## src/rtl/polymul_pkg.sv

```systemverilog
// shared constants, types and helpers of the polynomial multiplier
package polymul_pkg;

    localparam int MAX_DEGREE = 31;
    localparam int DEG_W      = 5;
    localparam int IDX_W      = 6;
    localparam int COEF_W     = 32;
    localparam int RAM_DEPTH  = MAX_DEGREE + 1;
    localparam int ADDR_W     = $clog2(RAM_DEPTH);

    localparam logic [1:0] REQ_LOAD_A = 2'd0;
    localparam logic [1:0] REQ_LOAD_B = 2'd1;
    localparam logic [1:0] REQ_START  = 2'd2;

    localparam int PADDR_W = 3;

    typedef struct packed {
        logic [1:0]               req_type;
        logic [DEG_W-1:0]         coef_index;
        logic signed [COEF_W-1:0] coef_value;
    } t_in_item;

    typedef struct packed {
        logic [IDX_W-1:0]         product_index;
        logic signed [COEF_W-1:0] product_coef;
        logic                     last;
    } t_out_item;

    typedef struct packed {
        logic             valid;
        logic             row_end;
        logic             top_row;
        logic [IDX_W-1:0] k;
    } t_issue;

    function automatic logic [DEG_W-1:0] clamp_degree(input logic [DEG_W-1:0] d);
        logic [DEG_W-1:0] r;
        if (int'(d) > MAX_DEGREE) begin
            r = DEG_W'(MAX_DEGREE);
        end else begin
            r = d;
        end
        return r;
    endfunction

endpackage

```

## src/rtl/polymul_ram.sv

```systemverilog
// simple dual-port coefficient memory with registered read
module polymul_ram #(
    parameter int DEPTH = 32,
    parameter int WIDTH = 32,
    localparam int AW   = $clog2(DEPTH)
) (
    input  logic             i_clk,
    input  logic             i_we,
    input  logic [AW-1:0]    i_waddr,
    input  logic [WIDTH-1:0] i_wdata,
    input  logic [AW-1:0]    i_raddr,
    output logic [WIDTH-1:0] o_rdata
);

    logic [WIDTH-1:0] r_mem [DEPTH];
    logic [WIDTH-1:0] r_rdata;

    always_ff @(posedge i_clk) begin
        if (i_we) begin
            r_mem[i_waddr] <= i_wdata;
        end
        r_rdata <= r_mem[i_raddr];
    end

    assign o_rdata = r_rdata;

endmodule

```

## src/rtl/polymul_seq.sv

```systemverilog
// sequencer walking product rows and coefficient pairs
module polymul_seq import polymul_pkg::*; (
    input  logic              i_clk,
    input  logic              i_rst_n,
    input  logic              i_start,
    input  logic [DEG_W-1:0]  i_degree_a,
    input  logic [DEG_W-1:0]  i_degree_b,
    input  logic              i_out_busy,
    input  logic              i_row_done,
    output logic              o_idle,
    output logic [ADDR_W-1:0] o_addr_a,
    output logic [ADDR_W-1:0] o_addr_b,
    output t_issue            o_issue
);

    localparam logic [1:0] S_IDLE  = 2'd0;
    localparam logic [1:0] S_WAIT  = 2'd1;
    localparam logic [1:0] S_ISSUE = 2'd2;
    localparam logic [1:0] S_DRAIN = 2'd3;

    logic [1:0]        r_state, n_state;
    logic [IDX_W-1:0]  r_k, n_k;
    logic [IDX_W-1:0]  r_top, n_top;
    logic [ADDR_W-1:0] r_i, n_i;
    logic [ADDR_W-1:0] r_hi, n_hi;

    logic [DEG_W-1:0]  w_da, w_db;
    logic [IDX_W-1:0]  w_lo_full, w_diff;
    logic [ADDR_W-1:0] w_lo, w_hi;
    logic              w_row_end;

    assign w_da      = clamp_degree(i_degree_a);
    assign w_db      = clamp_degree(i_degree_b);
    assign w_lo_full = r_k - {1'b0, w_db};
    assign w_lo      = (r_k > {1'b0, w_db}) ? w_lo_full[ADDR_W-1:0] : '0;
    assign w_hi      = (r_k < {1'b0, w_da}) ? r_k[ADDR_W-1:0] : w_da;
    assign w_diff    = r_k - {1'b0, r_i};
    assign w_row_end = (r_i == r_hi);

    assign o_idle   = (r_state == S_IDLE);
    assign o_addr_a = r_i;
    assign o_addr_b = w_diff[ADDR_W-1:0];

    always_comb begin
        o_issue         = '0;
        o_issue.valid   = (r_state == S_ISSUE);
        o_issue.row_end = w_row_end;
        o_issue.top_row = (r_k == r_top);
        o_issue.k       = r_k;
    end

    always_comb begin
        n_state = r_state;
        n_k     = r_k;
        n_top   = r_top;
        n_i     = r_i;
        n_hi    = r_hi;
        unique case (r_state)
            S_IDLE: begin
                if (i_start) begin
                    n_top   = IDX_W'({1'b0, w_da} + {1'b0, w_db});
                    n_k     = '0;
                    n_state = S_WAIT;
                end
            end
            S_WAIT: begin
                if (!i_out_busy) begin
                    n_i     = w_lo;
                    n_hi    = w_hi;
                    n_state = S_ISSUE;
                end
            end
            S_ISSUE: begin
                if (w_row_end) begin
                    n_state = S_DRAIN;
                end else begin
                    n_i = r_i + 1'b1;
                end
            end
            S_DRAIN: begin
                if (i_row_done) begin
                    if (r_k == r_top) begin
                        n_state = S_IDLE;
                    end else begin
                        n_k     = r_k + 1'b1;
                        n_state = S_WAIT;
                    end
                end
            end
            default: n_state = S_IDLE;
        endcase
    end

    always_ff @(posedge i_clk) begin
        if (!i_rst_n) begin
            r_state <= S_IDLE;
        end else begin
            r_state <= n_state;
        end
        r_k   <= n_k;
        r_top <= n_top;
        r_i   <= n_i;
        r_hi  <= n_hi;
    end

endmodule

```

## src/rtl/polymul_mac.sv

```systemverilog
// multiply-accumulate pipeline and output register
module polymul_mac import polymul_pkg::*; (
    input  logic              i_clk,
    input  logic              i_rst_n,
    input  t_issue            i_issue,
    input  logic [COEF_W-1:0] i_coef_a,
    input  logic [COEF_W-1:0] i_coef_b,
    input  logic              i_out_ready,
    output logic              o_out_valid,
    output t_out_item         o_out_data,
    output logic              o_row_done
);

    t_issue            r_s1, r_s2;
    logic [COEF_W-1:0] r_prod;
    logic [COEF_W-1:0] r_acc;
    logic              r_out_valid;
    t_out_item         r_out_data;
    logic [COEF_W-1:0] w_prod, w_sum;

    assign w_prod     = COEF_W'(i_coef_a * i_coef_b);
    assign w_sum      = r_acc + r_prod;
    assign o_row_done = r_s2.valid && r_s2.row_end;

    always_ff @(posedge i_clk) begin
        if (!i_rst_n) begin
            r_s1        <= '0;
            r_s2        <= '0;
            r_acc       <= '0;
            r_out_valid <= 1'b0;
        end else begin
            r_s1 <= i_issue;
            r_s2 <= r_s1;
            if (r_s2.valid) begin
                r_acc <= r_s2.row_end ? '0 : w_sum;
            end
            if (o_row_done) begin
                r_out_valid <= 1'b1;
            end else if (i_out_ready) begin
                r_out_valid <= 1'b0;
            end
        end
        r_prod <= w_prod;
        if (o_row_done) begin
            r_out_data.product_index <= r_s2.k;
            r_out_data.product_coef  <= w_sum;
            r_out_data.last          <= r_s2.top_row;
        end
    end

    assign o_out_valid = r_out_valid;
    assign o_out_data  = r_out_data;

endmodule

```

## src/rtl/polynomial_multiplier.sv

```systemverilog
// top level of the polynomial multiplier
//
//  channel   direction  handshake               payload
//  in        in         i_in_valid/o_in_ready   i_in_data (t_in_item)
//  out       out        o_out_valid/i_out_ready o_out_data (t_out_item)
//  cfg       in         psel/penable/pready     paddr, pwdata, prdata
//
// a load transfer writes one coefficient memory
// a start transfer is paced by output stalls and by the single multiply-accumulate
// and the one read port of each memory
// each product row waits until the output register is free before it begins
// o_in_ready stays low until the last coefficient is in the output register
// reset clears the control state and both degree registers; memories are not cleared
module polynomial_multiplier import polymul_pkg::*; (
    input  logic               i_clk,
    input  logic               i_rst_n,
    input  logic               i_in_valid,
    output logic               o_in_ready,
    input  t_in_item           i_in_data,
    output logic               o_out_valid,
    input  logic               i_out_ready,
    output t_out_item          o_out_data,
    input  logic               psel,
    input  logic               penable,
    input  logic               pwrite,
    input  logic [PADDR_W-1:0] paddr,
    input  logic [31:0]        pwdata,
    output logic [31:0]        prdata,
    output logic               pready
);

    logic [DEG_W-1:0]  r_degree_a, r_degree_b;
    logic              w_cfg_wr, w_in_xfer, w_start, w_we_a, w_we_b, w_idx_ok;
    logic              w_idle, w_row_done;
    logic [ADDR_W-1:0] w_addr_a, w_addr_b;
    logic [COEF_W-1:0] w_coef_a, w_coef_b;
    t_issue            w_issue;

    assign pready   = 1'b1;
    assign w_cfg_wr = psel && penable && pwrite;
    assign prdata   = paddr[2] ? {{(32-DEG_W){1'b0}}, r_degree_b}
                               : {{(32-DEG_W){1'b0}}, r_degree_a};

    always_ff @(posedge i_clk) begin
        if (!i_rst_n) begin
            r_degree_a <= '0;
            r_degree_b <= '0;
        end else if (w_cfg_wr) begin
            if (paddr[2]) begin
                r_degree_b <= pwdata[DEG_W-1:0];
            end else begin
                r_degree_a <= pwdata[DEG_W-1:0];
            end
        end
    end

    assign o_in_ready = w_idle;
    assign w_in_xfer  = i_in_valid && w_idle;
    assign w_idx_ok   = (int'(i_in_data.coef_index) <= MAX_DEGREE);
    assign w_we_a     = w_in_xfer && w_idx_ok && (i_in_data.req_type == REQ_LOAD_A);
    assign w_we_b     = w_in_xfer && w_idx_ok && (i_in_data.req_type == REQ_LOAD_B);
    assign w_start    = w_in_xfer && (i_in_data.req_type == REQ_START);

    polymul_ram #(.DEPTH(RAM_DEPTH), .WIDTH(COEF_W)) u_ram_a (
        .i_clk   (i_clk),
        .i_we    (w_we_a),
        .i_waddr (i_in_data.coef_index[ADDR_W-1:0]),
        .i_wdata (i_in_data.coef_value),
        .i_raddr (w_addr_a),
        .o_rdata (w_coef_a)
    );

    polymul_ram #(.DEPTH(RAM_DEPTH), .WIDTH(COEF_W)) u_ram_b (
        .i_clk   (i_clk),
        .i_we    (w_we_b),
        .i_waddr (i_in_data.coef_index[ADDR_W-1:0]),
        .i_wdata (i_in_data.coef_value),
        .i_raddr (w_addr_b),
        .o_rdata (w_coef_b)
    );

    polymul_seq u_seq (
        .i_clk      (i_clk),
        .i_rst_n    (i_rst_n),
        .i_start    (w_start),
        .i_degree_a (r_degree_a),
        .i_degree_b (r_degree_b),
        .i_out_busy (o_out_valid),
        .i_row_done (w_row_done),
        .o_idle     (w_idle),
        .o_addr_a   (w_addr_a),
        .o_addr_b   (w_addr_b),
        .o_issue    (w_issue)
    );

    polymul_mac u_mac (
        .i_clk       (i_clk),
        .i_rst_n     (i_rst_n),
        .i_issue     (w_issue),
        .i_coef_a    (w_coef_a),
        .i_coef_b    (w_coef_b),
        .i_out_ready (i_out_ready),
        .o_out_valid (o_out_valid),
        .o_out_data  (o_out_data),
        .o_row_done  (w_row_done)
    );

endmodule

```

## config.mk

```make
export PLATFORM = sky130hd
export DESIGN_NAME = polynomial_multiplier
export DESIGN_NICKNAME = d
export VERILOG_FILES = /design/src/rtl/polymul_pkg.sv /design/src/rtl/polymul_ram.sv /design/src/rtl/polymul_seq.sv /design/src/rtl/polymul_mac.sv /design/src/rtl/polynomial_multiplier.sv
export SDC_FILE = /design/constraint.sdc
export NUM_CORES = 2
export LEC_CHECK = 0
export BUFFER_PORTS_ARGS = -buffer_cell sky130_fd_sc_hd__clkbuf_2
export CAP_MARGIN = 40
export CELL_PAD_IN_SITES_DETAIL_PLACEMENT = 2
export CELL_PAD_IN_SITES_GLOBAL_PLACEMENT = 2
export CORE_AREA = 2 2 460 462
export CTS_BUF_LIST = sky130_fd_sc_hd__clkbuf_4 sky130_fd_sc_hd__clkbuf_8 sky130_fd_sc_hd__clkbuf_16
export DETAILED_ROUTE_END_ITERATION = 8
export DIE_AREA = 0 0 462 464
export PLACE_DENSITY_LB_ADDON = 0.1
export REMOVE_ABC_BUFFERS = 1
export SLEW_MARGIN = 15
export SYNTH_ARGS = -nofsm -noshare
export SYNTH_HDL_FRONTEND = slang
export SYNTH_SLANG_ARGS = --single-unit
export TNS_END_PERCENT = 30
```

## constraint.sdc

```tcl
create_clock -name i_clk -period 7.8 [get_ports i_clk]
set_input_delay 0.39 -clock i_clk [delete_from_list [all_inputs] [get_ports i_clk]]
set_output_delay 0.39 -clock i_clk [all_outputs]
set_load 0.1 [all_outputs]
```

==> metrics.txt <==
crit end category=flop; HP Class=input pin to flop; fraction of layout instances using a drive strength above 1=22.19%; Crit path max-delay family=adder cells; max_slew headroom=22.42%; die span in y=464 µm; Max clock buf depth=3; Nets=6862; Chip Width=462 µm; drt drc=0; largest net degree at the start of global routing=138; worst skew pair latency=920 ps; first-pass GRT wire length=505.2 mm; gpl congestion=0.7832; Final ANT Viol Nets=0; worst hold start=i_in_data[8]; CP Class=flop to flop; Hold Vio Cnt, Final=0; hold path endpoint=u_ram_a.r_mem[25][8]$_DFFE_PP_; Most common cell on crit path=fa_1; vias per cell=6.506; Critical Path Slowest Stage Cell=fa_1; Crit Path Max Fanout=11; prevailing post-synth register cell=edfxtp_1; CTS tree=done; Fmax=132.1 MHz; DP HPWL=197.4 mm; outcome=complete, no violations; Synth async-reset ratio=0%; TritonCTS Buffers=230; total number of vias=59906; Num Clock Sinks=2268; depth of the CTS H-tree=4; Slew Limit Fails=0; startpoint types=flop; Total GRT Usage=roughly a third; EDFF count, synth=2109; R2R setup slack=about 230 ps; I/O pin count=~160; worst reg2reg startpoint=u_ram_a.o_rdata[17]$_DFF_P_; DP Area=107200 µm²; Post-Route WL=between 300 and 400 mm; crit-path cells=buf_4, nand2_1, fa_1, fa_1, fa_1, fa_1, inv_1, fa_1, inv_1, fa_1, fa_1, fa_1, inv_1, ha_1, inv_1, o21bai_1, a2111oi_0, or3_1, o211ai_1, a31oi_2, o21ai_0, a21o_1, a21oi_1, xnor2_1; Syn Inst Count=5907; Post-CTS Setup Repair Bufs=0; Core Area=209200 µm²; Synth Register Bits=2268; Max Cap Violations=0; CP bufs+invs=5; Distinct cells, synth=roughly 70; initial core utilization=around half; Area Growth Syn to Fin=13.48%; Starting DRT DRC Count=8119; R2R cell count=24; vias in the first global route=63795; worst hold path cell count=2; clock slew at reported path FFs=70 ps; period utilization=97.07%; fin util=55.43%; CP Data Arrival Time=8370 ps; r2r endpoint=u_mac.r_prod[31]$_DFF_P_; WL per Instance=41.41 µm; Post-Syn Area=about 100000 µm²; Pre-antenna DRT Iters=5; minimum clock period=7571 ps; clk root buf=clkbuf_16; Die Area=214400 µm²; Syn Area/Cell=roughly 17 µm²; global route overflow=0; Critical Path RT=8600 ps; initial antenna violation count=28; final number of setup-violating endpoints=0; Tightest Pin Transition=1164 ps; Fin Clk Skew=108.1 ps; post-synthesis sequential area ratio=between 60% and 70%; Core Rows=168; max incr delay on CP=630 ps; total number of yosys warnings=0; port bufs=97; Finished Cell Area=approximately 120000 µm²
[area by class of cell]
cell class / count / area, µm²
Fill cell: 17840 / 93220
Sequential cell: 2268 / 66530
Multi-Input combinational cell: 2908 / 33370
Clock buffer: 288 / 6277
Tap cell: 2805 / 3510
Timing Repair Buffer: 346 / 3074
Inverter: 437 / 1645
Clock inverter: 144 / 1490
Antenna cell: 12 / 30.03
[cells by family after synthesis]
family | synth area share [%]
AO/OA/AOI/OAI | 1.489
multiplexers | 13.21
buffers and inverters | 2.893
AND/OR/NAND/NOR | 5.808
adder cells (fa/ha/maj) | 10.25
flip-flops | 65.11
other | 0.007351
XOR/XNOR | 1.226
[sequential cells by signal, indices dropped and copies added, names as in the netlist, 5 cells and up]
signal            count
u_ram_a.r_mem      1024
u_ram_b.r_mem      1024
u_mac.o_out_data     39
u_mac.r_acc          32
u_mac.r_prod         32
u_ram_a.o_rdata      32
u_ram_b.o_rdata      32
u_mac.r_s1            9
u_mac.r_s2            9
u_seq.r_k             6
u_seq.r_top           6
r_degree_a            5
r_degree_b            5
u_seq.o_addr_a        5
u_seq.r_hi            5
[timing repair]
action	4_1_cts	5_1_grt
hold buffers	7	13
setup endpoints to repair	1	2
endpoints found under the hold margin	17	105
resized for setup	1	15
[worst max-delay path by stage]
stage | startpoint | endpoint | slack [ps] | cells after the start
2_1_floorplan | u_seq.o_addr_a[0]$_DFFE_PP_ | u_ram_b.o_rdata[0]$_DFF_P_ | -12860 | 6
3_3_place_gp | u_ram_b.o_rdata[4]$_DFF_P_ | u_mac.r_prod[31]$_DFF_P_ | 340 | 24
3_5_place_dp | u_ram_b.o_rdata[4]$_DFF_P_ | u_mac.r_prod[31]$_DFF_P_ | 50 | 24
4_1_cts | u_ram_b.o_rdata[4]$_DFF_P_ | u_mac.r_prod[31]$_DFF_P_ | 130 | 24
5_1_grt | u_ram_a.o_rdata[11]$_DFF_P_ | u_mac.r_prod[31]$_DFF_P_ | -200 | 24
6_report | u_ram_a.o_rdata[17]$_DFF_P_ | u_mac.r_prod[31]$_DFF_P_ | 230 | 24
[through the flow]
stage                     setup TNS, ps  std cells  hold WS [ps]  setup WS, ps
after floorplan                 -568760       5613         385.5        -12860
after global placement                0       8704         387.6         340.5
after detailed placement              0       8712         393.7         46.95
after CTS                             0       9151         44.11         128.5
after global routing             -204.2       9205         1.771        -204.2
final                                 0       9208         25.53         228.8
[layout by cell type, fill, tap and decap left out, types with 33 or more instances in the layout]
cell / instances
mux4_2: 576
dfxtp_1: 146
nand3_1: 182
clkinv_2: 49
xnor2_1: 93
mux2_2: 37
a21o_1: 33
clkinv_1: 51
buf_4: 177
clkbuf_2: 97
inv_1: 434
and2_1: 262
fa_1: 411
nand2_1: 628
xor2_1: 44
clkbuf_16: 231
o21ai_0: 58
nor2_4: 64
ha_1: 177
edfxtp_1: 2109
clkbuf_4: 46
a21oi_1: 55
nor2_1: 79
[synth_stat cells, types with 7 or more instances]
master	number	share of area (%)
edfxtp_1	2109	62
nand2_1	628	2.3
mux4_2	576	13
inv_1	435	1.6
fa_1	412	8.1
and2_1	262	1.6
clkbuf_1	229	0.84
nand3_1	182	0.89
ha_1	178	2.2
dfxtp_1	159	3.1
nor2_1	143	0.53
xnor2_1	97	0.83
buf_1	61	0.22
o21ai_0	58	0.28
a21oi_1	55	0.27
xor2_1	46	0.39
mux2_2	37	0.41
a21o_1	33	0.24
buf_4	28	0.21
a22oi_1	22	0.16
nor3_1	12	0.059
a31oi_1	11	0.067
mux2i_1	11	0.11
nor2b_1	10	0.061
a211oi_1	8	0.059
nand2b_1	8	0.049
and3_1	7	0.043
o21a_1	7	0.051
[metal layers]
layer,part of all wire (%),global-route usage (%),up-vias
met4,3.8,10.86,10
met2,51,57.21,3830
met3,8.2,5.562,789
met5,0.018,0,-
met1,37,44.81,32795
li1,-,-,22482
Power is left out: the tool's default activity adds up to more than one toggle a clock period on the data nets, which glitch-free logic cannot reach.
